`src/rtl/core/dsb_ram.sv`:
```
// Generic simple dual-port RAM with one write port and one registered read port.
module dsb_ram #(
  parameter int WIDTH = 16,
  parameter int DEPTH = 128
) (
  input  logic                     clk,
  input  logic                     we,
  input  logic [$clog2(DEPTH)-1:0] waddr,
  input  logic [WIDTH-1:0]         wdata,
  input  logic [$clog2(DEPTH)-1:0] raddr,
  output logic [WIDTH-1:0]         rdata
);

  logic [WIDTH-1:0] mem [DEPTH];

  always_ff @(posedge clk) begin
    if (we) begin
      mem[waddr] <= wdata;
    end
    rdata <= mem[raddr];
  end

endmodule

```
`config.mk`:
```
export PLATFORM = sky130hd
export DESIGN_NAME = dsb_ram
export DESIGN_NICKNAME = d
export VERILOG_FILES = /design/src/rtl/core/dsb_ram.sv
export SDC_FILE = /design/constraint.sdc
export NUM_CORES = 2
export LEC_CHECK = 0
export ABC_AREA = 1
export BUFFER_PORTS_ARGS = -buffer_cell sky130_fd_sc_hd__buf_2
export CORE_MARGIN = 1
export CORE_UTILIZATION = 35
export CTS_CLUSTER_DIAMETER = 100
export DETAILED_ROUTE_END_ITERATION = 8
export GPL_TIMING_DRIVEN = 0
export PLACE_DENSITY_LB_ADDON = 0.12
export SLEW_MARGIN = 20
export SYNTH_ARGS = -nofsm -noshare
export SYNTH_HDL_FRONTEND = slang
export SYNTH_SLANG_ARGS = --single-unit
```
`constraint.sdc`:
```
create_clock -name clk -period 2.45 [get_ports clk]
set_input_delay 0.245 -clock clk [delete_from_list [all_inputs] [get_ports clk]]
set_output_delay 0.245 -clock clk [all_outputs]
set_load 0.05 [all_outputs]
```
==> qor.yml <==
route:
  routed-via-count: 58200
  drt_first_pass_iters: 8
  antenna_nets_post_route: 0
  vias_per_cell: 5.53
  dr.first_iter.drc_count: 8047
  post_drt_wl_per_cell_um: 33.5
  wire_length_after_detailed_routing_um: 352000
  drc_errors: 0
cts:
  clock_path_buffers: 3
  cts.sinks: 2064
  tritoncts_clock_tree: "done"
  worst_setup_hold_path_clk_slew_ns: 0.06
  cts_inserted_buffers: 225
  clk_latency_ns: 0.92
  cts.root.buffer_cell: "sky130_fd_sc_hd__clkbuf_16"
  clock_tree.htree_level_count: 4
synth:
  yosys.cell_types.count: 15
  yosys.area_share.simple: 0.223
  synth-edff-count: 2048
  muxShareOfSynthArea: 0
  top_count_cell_post_synth: "sky130_fd_sc_hd__nand2_1"
  synth-async-reset-ratio: 0
  dominant_combinational_cell_family_by_area_after_synthesis: "simple AND/OR/NAND/NOR gates"
  yosys.area.top_type: "sky130_fd_sc_hd__edfxtp_1"
  synth_xor_xnor_area_share: 0
  synth_top_flop_cell: "sky130_fd_sc_hd__edfxtp_1"
  synth-compound-area-share: 0
  synth_area_leaders: "sky130_fd_sc_hd__edfxtp_1 74%, sky130_fd_sc_hd__nand3_1 12%, sky130_fd_sc_hd__nand2_1 9.5%, sky130_fd_sc_hd__buf_2 1.5%, sky130_fd_sc_hd__nor2_1 0.61%"
  syn_avg_cell_area_um2: 12.2
  synth_top_cells_by_count: "2,087 x sky130_fd_sc_hd__nand2_1, 2,048 x sky130_fd_sc_hd__edfxtp_1, 2,019 x sky130_fd_sc_hd__nand3_1, 251 x sky130_fd_sc_hd__buf_2, 134 x sky130_fd_sc_hd__nor2_1"
  postSynthRegisterBits: 2064
  ys_warn_count: 0
  syn_nets: 6825
  yosysSeqAreaShare: 0.746
  fraction_of_the_mapped_netlist_area_in_adder_cells: 0
  netlist_instances: 6793
  synth.top_cell.area_share: 0.742
  syn_area_mm2: 0.0828
grt:
  grt_overflow_total: 0
  grt_first_pass_wirelength_um: 470000
  grt_util_all_layers: 0.293
  maximum_number_of_pins_on_one_net_before_global_route_repair: 97
  number_of_global_route_vias_before_repair: 53400
  grt_antenna_before_repair: 33
setup_path:
  cell_by_cell_trace_of_the_critical_path: "buf_2, buf_2, buf_1, nand3_1, nand3_1, nand3_1, nand3_1, nand3_1, nand2_1"
  worst_path_largest_cell_delay_ns: 0.92
  crit_buf_inv: 3
  end_kind: "register"
  data_required_time_of_the_critical_path_ns: 3.28
  timing.critical_path.from_type: "input port"
  critical_path.max_fanout: 10
  timing.rr.start: "mem[7][14]"
  critical_path_class: "input port to register"
  crit_family: "buffers and inverters"
  critical_path_source: "raddr[2]"
  signal_arrival_time_at_the_worst_endpoint_ns: 3.41
  cp_slowest_cell: "sky130_fd_sc_hd__buf_1"
  rrSetupSlack_ns: 0.18
  cp_common_cell: "sky130_fd_sc_hd__nand3_1"
  cp_num_cells: 9
  r2r-end: "rdata[14]"
  rr_worst_depth: 8
timing:
  post-route-worst-setup-slack_ns: -0.136
  finalHoldViolCount: 0
  maxClockFrequency_mhz: 387
  clock_skew_ns: 0.0542
  rsz0062_at_grt: "no"
  portion_of_the_clock_cycle_consumed_by_the_worst_path_in_the_final_layout: 1.06
  finalMaxSlewViolations: 0
  actual_slew_at_the_worst_max_slew_pin_ns: 1.24
  timing.slew.headroom: 0.174
  report.final.setup_viol: 13
  fin_crit_ns: 2.59
floorplanning:
  top_level_i_o_count: 48
  die_width_um: 488
  initial_utilization: 0.352
  core_region_area_mm2: 0.235
  die_area_mm2: 0.239
  site_rows: 178
  die_h_um: 488
pwr:
  report.power.total_uw: 78200
  power_density_mw_per_mm2: 800
  power.leakage_uw: 0.0339
  worst_ir_drop_vdd_mv: 0.759
finish:
  drive_gt1_frac: 0.130
  synthToLayoutAreaGrowth_pct: 18.1
  fin_area_mm2: 0.0979
  design.final.nets: 7219
  num-fill-cells: 22300
outcome:
  status: "finished, violations left"
  violations: "negative setup slack"
min_path:
  worstHoldEndpoint: "mem[0][11]"
  number_of_cells_traversed_by_the_worst_hold_path: 3
  holdCritStartpoint: "we"
  min_path_type: "input port to register"
placed_design:
  preCtsSetupSlack_ns: -1.25
  dp_hpwl_um: 245000
  place.gp.congestion: 1.04
  port_buf_inserts: 42
  placed_cell_area_mm2: 0.0905
flow_run:
  maxCapViolCount: 0
-- power breakdown --
group          total [uW]  switching (uW)  leakage [uW]  internal, uW
Clock               33100           14600       0.00342         18500
Sequential          39000            39.9        0.0185         39000
Combinational        6120            4860        0.0120          1260
-- through the flow --
step           hold slack, ns   TNS, ns  cells  utilization
5_1_grt                0.0282         0  10500        0.416
3_3_place_gp            0.720  -3983.87   9985        0.370
4_1_cts                0.0401         0  10500        0.416
6_report               0.0742    -0.749  10500        0.416
3_5_place_dp            0.636   -446.63  10100        0.385
2_1_floorplan           0.344         0   6793            -
-- placed cells by master, fill, tap and decap left out, types with 33 or more instances in the layout --
cell type,netlist,routed
sky130_fd_sc_hd__buf_16,0,56
sky130_fd_sc_hd__buf_2,251,266
sky130_fd_sc_hd__buf_1,41,33
sky130_fd_sc_hd__nor2_4,0,112
sky130_fd_sc_hd__clkbuf_16,0,227
sky130_fd_sc_hd__nand3_1,2019,2017
sky130_fd_sc_hd__buf_6,22,35
sky130_fd_sc_hd__clkinv_1,0,45
sky130_fd_sc_hd__buf_4,61,69
sky130_fd_sc_hd__edfxtp_1,2048,2048
sky130_fd_sc_hd__nand2_1,2087,2087
sky130_fd_sc_hd__clkbuf_1,81,113
sky130_fd_sc_hd__buf_12,0,37
-- sequential cells by signal (all words and copies together) (netlist names) --
register  flops
mem        2048
rdata        16
-- how the worst max path moves through the flow --
stage | to | slack [ns]
after floorplan | mem[105][0] | 0.50
after global placement | mem[27][13] | -1.98
after detailed placement | rdata[2] | -1.25
after CTS | rdata[4] | 0.003
after global routing | rdata[6] | 0.02
final | rdata[3] | -0.14
-- logic make-up (layout without fill, tap and decap cells) --
logic type,Yosys count,in the layout
and+or+nand+nor,4248,4248
buffers and inverters,481,1053
DFF,2064,2064
other,0,12
-- per-layer routing --
layer	track usage	vias to the layer above	share of wire
met2	0.442	2951	0.44
li1	-	25200	-
met3	0.0557	509	0.090
met5	0	-	0.00018
met4	0.128	10	0.047
met1	0.409	29600	0.42
-- worst min-delay path, delay by kind of cell --
family                 cells  cell delay [ns]
and+or+nand+nor            2             0.37
buffers and inverters      1             0.18
-- repair_timing --
action	4_1_cts	5_1_grt
endpoints found under the hold margin	755	0
gates resized for setup	24	20
hold buffers	16	0
buffers inserted	0	0
cloned	0	0
setup endpoints to repair	16	9
-- area by class of cell --
type                       count  area [um2]  share of cell area
multi-input combinational   4248       19400               0.198
timing repair buffer         168        3020              0.0309
inverter                      24        92.6            0.000946
sequential                  2064       61800               0.632
clock buffer                 302        6060              0.0619
antenna                       12        30.0            0.000307
clock inverter               103         982              0.0100
buffer                       456        2540              0.0260
tap                         3150        3940              0.0403
Note: power is estimated with default switching activity, not from simulation.
